File: src/design/crtc_pkg.sv
// Package for the cartridge real-time clock registers.
// Item type, function codes, register selects and modulo helpers.
// No dependencies.
package crtc_pkg;

    typedef enum logic [1:0] {
        FUNC_TICK  = 2'd0,
        FUNC_READ  = 2'd1,
        FUNC_WRITE = 2'd2
    } t_func;

    localparam logic [3:0] REG_SEC     = 4'd8;
    localparam logic [3:0] REG_MIN     = 4'd9;
    localparam logic [3:0] REG_HOUR    = 4'd10;
    localparam logic [3:0] REG_DAY_LO  = 4'd11;
    localparam logic [3:0] REG_DAY_HI  = 4'd12;

    localparam logic [5:0] SEC_LAST    = 6'd59;
    localparam logic [5:0] MIN_LAST    = 6'd59;
    localparam logic [4:0] HOUR_LAST   = 5'd23;

    typedef struct packed {
        t_func      func;
        logic [3:0] reg_select;
        logic [7:0] write_value;
    } t_item;

    // v mod 60: quotient estimate v*17/1024 is low by at most one
    function automatic logic [5:0] mod60(input logic [7:0] v);
        logic [12:0] prod;
        logic [2:0]  q;
        logic [8:0]  r;
        prod = 13'(v) * 13'd17;
        q    = prod[12:10];
        r    = 9'(v) - 9'(q) * 9'd60;
        if (r >= 9'd60) begin
            r = r - 9'd60;
        end
        return r[5:0];
    endfunction

    // v mod 24: quotient estimate v*43/1024 is high by at most one
    function automatic logic [4:0] mod24(input logic [7:0] v);
        logic [13:0]       prod;
        logic [3:0]        q;
        logic signed [9:0] r;
        prod = 14'(v) * 14'd43;
        q    = prod[13:10];
        r    = signed'(10'(v)) - signed'(10'(q) * 10'd24);
        if (r < 0) begin
            r = r + 10'sd24;
        end
        return r[4:0];
    endfunction

endpackage

File: src/design/crtc_if.sv
// Valid/ready channel interfaces for the clock block.
// No dependencies.
interface crtc_in_if;
    logic                valid;
    logic                ready;
    logic [1:0]          func;
    logic [3:0]          reg_select;
    logic [7:0]          write_value;

    modport source (output valid, output func, output reg_select, output write_value,
                    input ready);
    modport sink   (input valid, input func, input reg_select, input write_value,
                    output ready);
endinterface

interface crtc_out_if;
    logic       valid;
    logic       ready;
    logic [7:0] read_value;

    modport source (output valid, output read_value, input ready);
    modport sink   (input valid, input read_value, output ready);
endinterface

File: src/design/cartridge_rtc_registers.sv
// Top level of the cartridge real-time clock registers.
// Depends on crtc_pkg, crtc_if, crtc_time and crtc_out_stage.
//
//  channel  | dir | payload                          | words
//  ---------+-----+----------------------------------+-----------------------
//  i_in     | in  | func, reg_select, write_value    | tick, read or write
//  o_out    | out | read_value                       | one per read
//
// An accepted word sits in the input register, then updates the clock
// fields or loads the result register; a read passes both registers.
// One word per cycle is taken while the result register can drain.
// A read waits in the input register while a result is stalled; ticks and
// writes never wait. Synchronous reset clears time to day 0, 00:00:00.
module cartridge_rtc_registers (
    input  logic       i_clk,
    input  logic       i_rst_n,
    crtc_in_if.sink    i_in,
    crtc_out_if.source o_out
);

    logic              r_in_valid;
    crtc_pkg::t_item   r_item;
    logic              out_free;
    logic              advance;
    logic              is_read;
    logic [7:0]        read_value;

    assign is_read    = (r_item.func == crtc_pkg::FUNC_READ);
    assign advance    = r_in_valid && (!is_read || out_free);
    assign i_in.ready = !r_in_valid || advance;

    always_ff @(posedge i_clk) begin
        if (!i_rst_n) begin
            r_in_valid <= 1'b0;
        end else if (i_in.valid && i_in.ready) begin
            r_in_valid <= 1'b1;
        end else if (advance) begin
            r_in_valid <= 1'b0;
        end
    end

    always_ff @(posedge i_clk) begin
        if (i_in.valid && i_in.ready) begin
            r_item.func        <= crtc_pkg::t_func'(i_in.func);
            r_item.reg_select  <= i_in.reg_select;
            r_item.write_value <= i_in.write_value;
        end
    end

    crtc_time u_time (
        .i_clk        (i_clk),
        .i_rst_n      (i_rst_n),
        .i_exec       (advance),
        .i_item       (r_item),
        .o_read_value (read_value)
    );

    crtc_out_stage u_out (
        .i_clk   (i_clk),
        .i_rst_n (i_rst_n),
        .i_load  (advance && is_read),
        .i_data  (read_value),
        .o_free  (out_free),
        .o_out   (o_out)
    );

    a_read_lands: assert property (@(posedge i_clk) disable iff (!i_rst_n)
        (advance && is_read) |=> o_out.valid)
        else $error("read result not loaded");

    a_hold_item: assert property (@(posedge i_clk) disable iff (!i_rst_n)
        (r_in_valid && !advance) |=> (r_in_valid && $stable(r_item)))
        else $error("stalled word lost");

    a_no_overwrite: assert property (@(posedge i_clk) disable iff (!i_rst_n)
        (o_out.valid && !o_out.ready) |=> (o_out.valid && $stable(o_out.read_value)))
        else $error("pending result overwritten");

endmodule

File: src/design/crtc_time.sv
// Time-keeping registers: tick cascade, field writes and read mux.
// Depends on crtc_pkg.
module crtc_time (
    input  logic                 i_clk,
    input  logic                 i_rst_n,
    input  logic                 i_exec,
    input  crtc_pkg::t_item      i_item,
    output logic [7:0]           o_read_value
);

    logic [5:0] r_sec, n_sec;
    logic [5:0] r_min, n_min;
    logic [4:0] r_hour, n_hour;
    logic [8:0] r_day, n_day;

    always_comb begin
        n_sec  = r_sec;
        n_min  = r_min;
        n_hour = r_hour;
        n_day  = r_day;
        if (i_exec) begin
            case (i_item.func)
                crtc_pkg::FUNC_TICK: begin
                    if (r_sec != crtc_pkg::SEC_LAST) begin
                        n_sec = r_sec + 6'd1;
                    end else begin
                        n_sec = '0;
                        if (r_min != crtc_pkg::MIN_LAST) begin
                            n_min = r_min + 6'd1;
                        end else begin
                            n_min = '0;
                            if (r_hour != crtc_pkg::HOUR_LAST) begin
                                n_hour = r_hour + 5'd1;
                            end else begin
                                n_hour = '0;
                                n_day  = r_day + 9'd1; // wraps at 512
                            end
                        end
                    end
                end
                crtc_pkg::FUNC_WRITE: begin
                    unique case (i_item.reg_select)
                        crtc_pkg::REG_SEC:    n_sec  = crtc_pkg::mod60(i_item.write_value);
                        crtc_pkg::REG_MIN:    n_min  = crtc_pkg::mod60(i_item.write_value);
                        crtc_pkg::REG_HOUR:   n_hour = crtc_pkg::mod24(i_item.write_value);
                        crtc_pkg::REG_DAY_LO: n_day  = {r_day[8], i_item.write_value};
                        crtc_pkg::REG_DAY_HI: n_day  = {i_item.write_value[0], r_day[7:0]};
                        default: ;
                    endcase
                end
                default: ;
            endcase
        end
    end

    always_ff @(posedge i_clk) begin
        if (!i_rst_n) begin
            r_sec  <= '0;
            r_min  <= '0;
            r_hour <= '0;
            r_day  <= '0;
        end else begin
            r_sec  <= n_sec;
            r_min  <= n_min;
            r_hour <= n_hour;
            r_day  <= n_day;
        end
    end

    always_comb begin
        unique case (i_item.reg_select)
            crtc_pkg::REG_SEC:    o_read_value = {2'b00, r_sec};
            crtc_pkg::REG_MIN:    o_read_value = {2'b00, r_min};
            crtc_pkg::REG_HOUR:   o_read_value = {3'b000, r_hour};
            crtc_pkg::REG_DAY_LO: o_read_value = r_day[7:0];
            crtc_pkg::REG_DAY_HI: o_read_value = {7'd0, r_day[8]};
            default:              o_read_value = '0;
        endcase
    end

    a_sec_range: assert property (@(posedge i_clk) disable iff (!i_rst_n)
        r_sec <= crtc_pkg::SEC_LAST)
        else $error("seconds out of range");

    a_hour_range: assert property (@(posedge i_clk) disable iff (!i_rst_n)
        r_hour <= crtc_pkg::HOUR_LAST)
        else $error("hours out of range");

    a_day_carry: assert property (@(posedge i_clk) disable iff (!i_rst_n)
        (i_exec && i_item.func == crtc_pkg::FUNC_TICK && r_sec == crtc_pkg::SEC_LAST
         && r_min == crtc_pkg::MIN_LAST && r_hour == crtc_pkg::HOUR_LAST)
        |=> (r_day == $past(r_day) + 9'd1 && r_hour == 5'd0 && r_sec == 6'd0))
        else $error("day carry missed");

endmodule

File: src/design/crtc_out_stage.sv
// Result register holding one read word until the sink takes it.
// Depends on crtc_if.
module crtc_out_stage (
    input  logic          i_clk,
    input  logic          i_rst_n,
    input  logic          i_load,
    input  logic [7:0]    i_data,
    output logic          o_free,
    crtc_out_if.source    o_out
);

    logic       r_valid;
    logic [7:0] r_data;

    assign o_free           = !r_valid || o_out.ready;
    assign o_out.valid      = r_valid;
    assign o_out.read_value = r_data;

    always_ff @(posedge i_clk) begin
        if (!i_rst_n) begin
            r_valid <= 1'b0;
        end else if (i_load) begin
            r_valid <= 1'b1;
        end else if (o_out.ready) begin
            r_valid <= 1'b0;
        end
    end

    always_ff @(posedge i_clk) begin
        if (i_load) begin
            r_data <= i_data;
        end
    end

endmodule
File: src/flat_wrapper.sv
// flat-port wrapper written by rule: the top's interface ports become plain ports
module cartridge_rtc_registers_flat 
  (i_clk, i_rst_n, i_in_valid, i_in_func, i_in_reg_select, i_in_write_value, i_in_ready, o_out_valid, o_out_read_value, o_out_ready);
  crtc_in_if i_in_i ();
  crtc_out_if o_out_i ();
  input  logic i_clk;
  input  logic i_rst_n;
  input wire logic [$bits(i_in_i.valid)-1:0] i_in_valid;
  input wire logic [$bits(i_in_i.func)-1:0] i_in_func;
  input wire logic [$bits(i_in_i.reg_select)-1:0] i_in_reg_select;
  input wire logic [$bits(i_in_i.write_value)-1:0] i_in_write_value;
  output wire logic [$bits(i_in_i.ready)-1:0] i_in_ready;
  output wire logic [$bits(o_out_i.valid)-1:0] o_out_valid;
  output wire logic [$bits(o_out_i.read_value)-1:0] o_out_read_value;
  input wire logic [$bits(o_out_i.ready)-1:0] o_out_ready;
  assign i_in_i.valid = i_in_valid;
  assign i_in_i.func = i_in_func;
  assign i_in_i.reg_select = i_in_reg_select;
  assign i_in_i.write_value = i_in_write_value;
  assign i_in_ready = i_in_i.ready;
  assign o_out_valid = o_out_i.valid;
  assign o_out_read_value = o_out_i.read_value;
  assign o_out_i.ready = o_out_ready;
  cartridge_rtc_registers u_core (.i_clk(i_clk), .i_rst_n(i_rst_n), .i_in(i_in_i), .o_out(o_out_i));
endmodule
File: config.mk
export PLATFORM = sky130hd
export DESIGN_NAME = cartridge_rtc_registers_flat
export DESIGN_NICKNAME = d
export VERILOG_FILES = /design/src/design/crtc_pkg.sv /design/src/design/crtc_if.sv /design/src/design/cartridge_rtc_registers.sv /design/src/design/crtc_time.sv /design/src/design/crtc_out_stage.sv /design/src/flat_wrapper.sv
export SDC_FILE = /design/constraint.sdc
export NUM_CORES = 1
export LEC_CHECK = 0
export BUFFER_PORTS_ARGS = -buffer_cell sky130_fd_sc_hd__buf_2
export CORE_UTILIZATION = 43
export DETAILED_ROUTE_END_ITERATION = 16
export SKIP_CTS_REPAIR_TIMING = 1
export SLEW_MARGIN = 20
export SYNTH_ARGS = -nofsm -noshare
export SYNTH_HDL_FRONTEND = slang
export SYNTH_HIERARCHICAL = 1
export SYNTH_SLANG_ARGS = --single-unit
export TNS_END_PERCENT = 50
File: constraint.sdc
create_clock -name i_clk -period 5.6 [get_ports i_clk]
set_clock_uncertainty 0.2 [all_clocks]
set_input_delay 0.28 -clock i_clk [delete_from_list [all_inputs] [get_ports i_clk]]
set_output_delay 0.28 -clock i_clk [all_outputs]
set_load 0.1 [all_outputs]
Yosys cells after proc, flatten, opt, wreduce, memory -nomap -nowiden --
Index checks and enable logic that the tools add are counted.
Storage, ports and cells: output and inout port bits 10, register bits 50, input port bits 18, word-level logic and storage cells 87
Operators by class: reduce and logical (&&, ||, !) cells 18, multipliers 4, $lt $le $gt $ge 2, $add $sub $neg 8, eq/ne operators 20, multiplexer cells 24
Operators by type and width (number):
- $pmux 8 s5 | 1
- $mux 6 | 6
- $pmux 9 s2 | 2
- $mux 9 | 3
- $mux 5 | 5
- $pmux 6 s2 | 2
- $eq 4x4->1 const B | 5
- $ne 2x2->1 const B | 10
- $mul 8x6->14 const B | 1
- $reduce_and 7->1 | 2
- $mul 8x5->13 const B | 1
- $add 6x1->6 const B | 2
- $ne 6x6->1 const B | 2
- $lt 10x1->1 const B | 1
- $pmux 5 s2 | 1
- $sub 8x9->10 | 1
- $add 9x1->9 const B | 1
- $ge 9x6->1 const B | 1
- $sub 8x9->9 | 1
- $mul 3x4->7 const B | 1
- $mul 4x2->6 const B | 1
- $reduce_bool 2->1 | 3
- $sub 6x6->6 const B | 1
- $add 5x1->5 const B | 1
- 12 further kinds | 21

Logic depth before layout (Yosys ltp) --
Gate-level depths: netlist (run 1).
depth in word-level cells 7, depth in mapped cells 23, gate-level depth less buffers 23

Hierarchy --
Netlist (run 1), hierarchy kept.
By module, submodules not included:
- crtc_time | cells each 446, times used 1, area an instance 3693.5 um^2, sequential area each 520.5 um^2
- cartridge_rtc_registers | cells each 23, times used 1, area an instance 491.7 um^2, sequential area each 440.4 um^2
- crtc_out_stage | cells each 12, times used 1, area an instance 289.0 um^2, sequential area each 260.2 um^2

Worst setup path before layout (run 1) --
Ideal clock, no wire load.
kind register to register, start register u_core/r_item[4] (netlist bit), end register u_core.u_time.r_hour[4], buffers on the path 0, clock period less this slack 5.477 ns, arrival time 5.145 ns, slack 0.123 ns, setup time 0.133 ns, required time 5.267 ns, cell stages (with the launch flop) 24, cell sequence edfxtp_1 -> ha_1 -> fa_1 -> inv_1 -> fa_1 -> inv_1 -> ha_1 -> a2111oi_0 -> o21ai_0 -> o211ai_1 -> a21oi_1 -> o21a_1 -> nor2_1 -> xnor2_1 -> fa_1 -> inv_1 -> ha_1 -> nor2b_1 -> o21a_1 -> o21a_1 -> o21ai_0 -> nand2_1 -> xnor2_1 -> o221ai_1
On the way: cells in the longest elaborated chain, start to end 7, elaborated cells between the ends (all ways) 8, classes of those cells add/sub (2); mul (2); order compare (1); mux (3)
Ends and longest elaborated chain:
- from (decl) | RTL line cartridge_rtc_registers.sv:22 | crtc_pkg::t_item r_item;
- $mul 8x6->14 | RTL line crtc_pkg.sv:47 | prod = 14'(v) * 14'd43;
- $mul 4x2->6 | RTL line crtc_pkg.sv:49 | r = signed'(10'(v)) - signed'(10'(q) * 10'd24);
- $sub 8x9->10 (*) | RTL line crtc_pkg.sv:49
- $lt 10x1->1 / $add 5x4->5 (equally long branches) | RTL line crtc_pkg.sv:50, crtc_pkg.sv:51
- $mux 5 (*) | RTL line crtc_pkg.sv:50 | if (r < 0) begin
- $mux 5 (*) | RTL line crtc_time.sv:42 | unique case (i_item.reg_select)
- $pmux 5 s2 (*) | RTL line crtc_time.sv:22 | case (i_item.func)
- to (signal assigned) | RTL line crtc_time.sv:65 | r_hour <= n_hour;
- to (decl) | RTL line crtc_time.sv:13 | logic [4:0] r_hour, n_hour;
Mark *: on every way between the ends. The rest lies on a longest branch, timed or not. The select of a mux whose other input is x is not followed. A chain may end at the register's enable or synchronous reset.

Worst setup path in the final report (run 1) --
start register u_core/r_item[3] (netlist bit), end register u_core.u_time.r_hour[4]
Same word-level chain as after synthesis.

==> results.yml, run 1 <==
worst_setup_path:
  r2r_setup_slack_ns: 0.22
  path_class: "reg -> reg"
  worstPathArrival_ns: 5.33
  worstSetupStartpoint: "u_core/r_item[3]$_DFFE_PP_"
  crit_end: "u_core/u_time/r_hour[4]$_SDFFE_PN0P_"
  cp.required_ns: 5.55
  end_kind: "flop"
  reg2reg_depth: 25
  r2r_end: "u_core/u_time/r_hour[4]$_SDFFE_PN0P_"
  r2r_start: "u_core/r_item[3]$_DFFE_PP_"
  critPathMaxFanout: 5
  start_kind: "flop"
yosys:
  seq_area_frac_synth_pct: 27.29
  synth_top_area_share_pct: 17.90
  avgSynthCellArea_um2: 9.302
  yosysWarnings: 6
  ys_top_cells_by_area: "ha_1 (18%), edfxtp_1 (15%), dfxtp_1 (13%)"
  syn_nets: 576
  synthCells: 481
  yosysTopAreaCell: "ha_1"
  synthTopCellsByCount: "ha_1 (64), inv_1 (45), nand2_1 (34), nor2_1 (29), o21ai_0 (29)"
  synth_edf_count: 22
  synth-main-ff-cell: "dfxtp_1"
  yosysUniqueCellTypes: 71
  async_flop_share_pct: 0
  syn_area_mm2: 0.004474
  synth.most_common_cell: "ha_1"
  synth_seq_cells: 50
floorplanning:
  die_h_um: 104.0
  num_io_pins: 28
  num_rows: 36
  fp.dieArea_mm2: 0.01082
  die_w_um: 104.0
  start_util_pct: 45.15
  fp.coreArea_mm2: 0.009910
route:
  drt-total-wl_mm: 10.52
  wire_per_inst_um: 15.65
  dr.first_iter.drc_count: 172
  drc: 0
  via_count: 3767
  firstDrtPassIters: 4
  antenna_left: 0
  avgViaCountPerCell: 5.606
place:
  gp_congestion: 0.7964
  dpl.cell_count: 639
  port_buffers: 27
  hpwl_mm: 7.666
  dp_slack_ns: -0.1346
  postPlaceCellArea_mm2: 0.004803
layout:
  n_fill_cell: 905
  final_nets: 633
  fin_util_pct: 53.61
  fin_cells: 672
  regArea_mm2: 0.001221
  fin_area_mm2: 0.005313
  multi_input_area_mm2: 0.003158
  drive_gt1_share_pct: 19.48
  antenna_cells: 0
  area_growth_syn_to_layout_pct: 18.74
sta:
  setup_viol: 0
  maxSlewViolCount: 0
  hold_ws_ns: 0.05974
  rsz0062_at_grt: "yes"
  layout_setup_ws_ns: 0.2189
  max_freq_mhz: 185.8
  finalSetupTns_ns: 0
  max_slew_margin_pct: 38.78
  hold_violations: 0
  period_share_pct: 96.09
  fin_crit_ns: 5.381
  worst_pin_slew_ns: 0.9133
hold_path:
  min_path_type: "in -> reg"
grt:
  grt_pass1_vias: 3529
  antenna_found_initial: 0
  grt_overflow: 0
  grt_usage_pct: 19.31
  grt_max_degree: 32
  grt_pass1_wl_mm: 17.17
pwr:
  power_leakage_nw: 2.350
  power_mw: 1.300
  peakVddDrop_v: 0.0001981
  powerDensity_mw_per_mm2: 244.6
cts:
  clkSinkCount: 50
  clk_pin_slew_worst_paths_ns: 0.10
  worst_skew_pair.late_latency_ns: 0.31
  htree_levels: 2
  cts_max_path_buffers: 2
  cts_buffers: 5
  cts_tree: "done"
  cts-root-buf: "clkbuf_8"
flow_run:
  max_cap_violations: 0
status:
  outcome: "finished clean"
cell type report:
type	count	share of cell area [%]
Inverter	45	3.179
Multi-Input combinational cell	370	59.44
Clock buffer	5	1.295
Timing Repair Buffer	66	9.044
Clock inverter	3	0.9185
Sequential cell	50	22.99
Tap cell	133	3.132
where the power goes:
group          switching (mW)  internal, mW  leakage, nW  total [mW]
Combinational           0.325         0.303         1.86       0.629
Sequential             0.0116         0.390        0.438       0.401
Clock                   0.133         0.136       0.0563       0.269
cell usage in the layout (no fill, tap or decap), types with 9 or more instances in the layout:
master and n:
a21oi_1 17, a22oi_1 9, buf_2 27, buf_4 20, dfxtp_1 28, dlygate4sd3_1 15, edfxtp_1 22, fa_1 13
ha_1 57, inv_1 44, nand2_1 33, nor2_1 27, nor2b_1 9, nor3_1 9, o21ai_0 26
worst min path at each step:
stage | start | end | slack [ns] | depth (start not counted)
global placement | i_in_write_value[6] | u_core/r_item[6]$_DFFE_PP_ | 0.26 | 1
finish | o_out_ready | u_core/u_out/o_out.valid$_SDFFE_PN0P_ | 0.06 | 3
CTS | i_in_func[1] | u_core/r_item[13]$_DFFE_PP_ | -0.07 | 1
floorplan | i_in_write_value[0] | u_core/r_item[0]$_DFFE_PP_ | 0.18 | 0
global route | o_out_ready | u_core/u_out/o_out.valid$_SDFFE_PN0P_ | 0.07 | 3
detailed placement | i_in_reg_select[0] | u_core/r_item[8]$_DFFE_PP_ | 0.26 | 1
critical path, cell delays in order, from the launching register on:
cell,delay [ns]
edfxtp_1,0.43
buf_6,0.14
buf_4,0.15
ha_1,0.28
ha_1,0.15
inv_1,0.06
fa_1,0.53
inv_1,0.06
ha_2,0.19
a2111oi_4,0.31
o21ai_1,0.10
o211ai_1,0.15
a21oi_2,0.14
o21a_1,0.25
nor2_4,0.19
xnor2_4,0.11
fa_1,0.52
inv_1,0.04
ha_1,0.25
nor2b_1,0.13
o21a_1,0.16
o21a_1,0.17
o21ai_2,0.15
nand2_1,0.08
xnor2_1,0.16
o221ai_1,0.12
state kept, by name (all words and copies together), names as in the netlist:
name,flops
u_core/r_item,14
u_core/u_time/r_min,6
u_core/u_out/o_out.valid,1
u_core/u_out/o_out.read_value,8
u_core/u_time/r_sec,6
u_core/u_time/r_hour,5
u_core/r_in_valid,1
u_core/u_time/r_day,9
metal layers:
metal	track usage (%)	wire [um]	vias to the layer above
met5	0	0	-
met4	4.286	108	0
met3	2.130	345	9
met2	32.71	5209	82
met1	26.43	4852	1814
li1	-	-	1862
cells by family (layout without fill, tap and decap cells):
logic type	after synthesis	after routing	share of synthesized area (%)
mux	8	8	3.272
flops	50	50	27.29
simple gates	144	144	17.25
buf+inv	61	119	5.565
compound gates	123	123	19.35
fa+ha+maj	78	78	23.94
xor+xnor	17	17	3.328
(Power assumes the default switching activity.)
==> run 2, diff against run 1 <==
--- a/config.mk
+++ b/config.mk
@@ -5,7 +5,9 @@
 export SDC_FILE = /design/constraint.sdc
 export NUM_CORES = 1
 export LEC_CHECK = 0
+export ABC_AREA = 1
 export BUFFER_PORTS_ARGS = -buffer_cell sky130_fd_sc_hd__buf_2
+export CORE_ASPECT_RATIO = 1.75
 export CORE_UTILIZATION = 43
 export DETAILED_ROUTE_END_ITERATION = 16
 export SKIP_CTS_REPAIR_TIMING = 1
==> run 2 against run 1 <==
  * Non-clock buffer count decreased by 14
  * Synthesized area is 0.64% lower
  * Critical path depth rose by 1
  * Flip-flop and latch count is the same
  * Worst hold slack got worse by 0.031 ns
  * Maximum frequency grew 2.2%
  * Critical endpoint unchanged
  * Largest power group unchanged
  * Highest routed layer unchanged
==> results.yml, run 2 <==
pwr:
  powerDensity_mw_per_mm2: 268.1
  power_leakage_nw: 2.483
  peakVddDrop_v: 0.0002460
layout:
  layout_commonest_cell: "inv_1"
  regArea_mm2: 0.001221
  drive_gt1_share_pct: 11.75
  largest_reg_flops: 14
  final_nets: 724
  fin_util_pct: 51.58
  fin_cells: 755
  mostFrequentLayoutCells: "inv_1 (109), nand2_1 (106), ha_1 (61), a21oi_1 (36)"
  area_growth_syn_to_layout_pct: 15.68
  multi_input_area_mm2: 0.002820
  n_fill_cell: 1009
  antenna_cells: 0
  top_register: "u_core/r_item"
grt:
  grt_overflow: 0
  met3_usage_pct: 2.000
  grt_util_met1_pct: 21.64
  antenna_found_initial: 0
  grt_pass1_vias: 3863
  top_usage_layer: "met2"
  grt_max_degree: 28
  grt_usage_pct: 21.22
  grt_pass1_wl_mm: 17.77
  use_met2_pct: 41.55
sta:
  setup_viol: 0
  worst_pin_slew_ns: 0.6539
  finalSetupTns_ns: 0
  hold_violations: 0
  maxSlewViolCount: 0
  period_share_pct: 94.05
  max_freq_mhz: 189.9
  hold_ws_ns: 0.02828
  max_slew_margin_pct: 56.40
  fin_crit_ns: 5.267
  layout_setup_ws_ns: 0.3329
worst_setup_path:
  cpMaxStageDelayCell: "fa_1"
  cp.required_ns: 5.63
  critPathMaxFanout: 5
  end_kind: "flop"
  max_stage_delay_ns: 0.55
  path_class: "reg -> reg"
  start_kind: "flop"
  worstPathArrival_ns: 5.30
  crit_top_cell: "inv_1"
yosys:
  synth_top_area_share_pct: 18.01
  synth-simple-area-share_pct: 19.76
  yosysWarnings: 6
  synth-compound-area-share_pct: 14.80
  synth.most_common_cell: "inv_1"
  synth_edf_count: 22
  seq_area_frac_synth_pct: 27.47
  ys_top_cells_by_area: "ha_1 (18%), edfxtp_1 (15%), dfxtp_1 (13%)"
  synth-main-ff-cell: "dfxtp_1"
  yosysTopAreaCell: "ha_1"
  avgSynthCellArea_um2: 7.705
  synth_xor_area_share_pct: 3.743
  syn_nets: 672
  synthCells: 577
  synthTopCellsByCount: "inv_1 (109), nand2_1 (107), ha_1 (64), a21oi_1 (39)"
  synth_seq_cells: 50
  synth_top_family_by_area: "adder cells"
  yosysUniqueCellTypes: 42
  async_flop_share_pct: 0
  syn_area_mm2: 0.004446
  synthMuxAreaShare_pct: 0
  synthAdderAreaFrac_pct: 23.87
floorplanning:
  fp.coreArea_mm2: 0.009970
  fp.dieArea_mm2: 0.01076
  die_h_um: 136.5
  num_io_pins: 28
  die_w_um: 78.86
  start_util_pct: 44.59
  num_rows: 48
route:
  dr.first_iter.drc_count: 230
  antenna_left: 0
  avgViaCountPerCell: 5.261
  drc: 0
  firstDrtPassIters: 4
  via_count: 3972
  wire_per_inst_um: 14.39
  drt-total-wl_mm: 10.87
cts:
  clk_pin_slew_worst_paths_ns: 0.08
  clkSinkCount: 50
  cts_tree: "done"
  cts_max_path_buffers: 2
  worst_skew_pair.late_latency_ns: 0.30
  htree_levels: 2
  cts_buffers: 5
  cts-root-buf: "clkbuf_16"
place:
  gp_congestion: 0.8879
  hpwl_mm: 8.761
  dpl.cell_count: 730
  port_buffers: 27
  dp_slack_ns: 0.07018
status:
  outcome: "finished clean"
hold_path:
  min_path_type: "in -> reg"
flow_run:
  max_cap_violations: 0
## run 2: cell count changes after synthesis, sizes merged, moves of 9 or more
cell	previous run	this run
a21oi	22	42
a22oi	9	0
a31oi	5	15
inv	45	113
nand2	35	108
nand3	7	35
nor2b	11	0
## run 2: per-stage QoR
step                instance area [um2]  total power [mW]
global placement                   4761             1.009
CTS                                4912             1.346
detailed placement                 4761             1.030
finish                             5142             1.378
global route                       5142             1.500
floorplan                          4446            0.8980
## run 2: cells by family (layout without fill, tap and decap cells)
family | after synthesis | in the layout
compound gates | 113 | 113
xor+xnor | 19 | 19
fa+ha+maj | 77 | 77
buf+inv | 120 | 173
flops | 50 | 50
simple gates | 198 | 198
## run 2: final timing paths
path,start,to,slack [ns],depth (start not counted)
hold reg to reg,u_core/u_time/r_hour[3]$_SDFFE_PN0P_,u_core/u_time/r_hour[3]$_SDFFE_PN0P_,0.27,2
hold / removal,i_in_valid,u_core/r_in_valid$_SDFFE_PN0P_,0.03,3
setup / recovery,u_core/r_item[1]$_DFFE_PP_,u_core/u_time/r_hour[4]$_SDFFE_PN0P_,0.33,26
setup reg to reg,u_core/r_item[1]$_DFFE_PP_,u_core/u_time/r_hour[4]$_SDFFE_PN0P_,0.33,26
## run 2: report_power, final
group,internal [mW],switching [mW]
combinational,0.280,0.375
sequential,0.393,0.0142
clock,0.170,0.145
total,0.844,0.535
## run 2: area by class of cell
type	instances	area share, %
clock buffers	5	2.433
clock inverters	3	0.5109
inverters	113	8.248
multi-input cells	407	54.84
flip-flops and latches	50	23.75
well taps	125	3.041
repair buffers	52	7.178
## run 2: routing by layer
metal	wire length [um]	vias to the layer above	share of wire (%)
met5	0	-	0
met4	381	0	3.5
met3	219	21	2.0
met2	6205	62	57
met1	4059	1884	37
li1	-	2005	-
## run 2: critical path: cells and delay by family (launching register included)
| family | cells | cell delay, ns |
|---|---|---|
| buffers and inverters | 6 | 0.43 |
| AOI/OAI and AO/OA | 7 | 0.96 |
| adders and majority gates | 7 | 2.55 |
| and+or+nand+nor | 5 | 0.40 |
| xor gates and xnor gates | 1 | 0.19 |
| DFF | 1 | 0.46 |
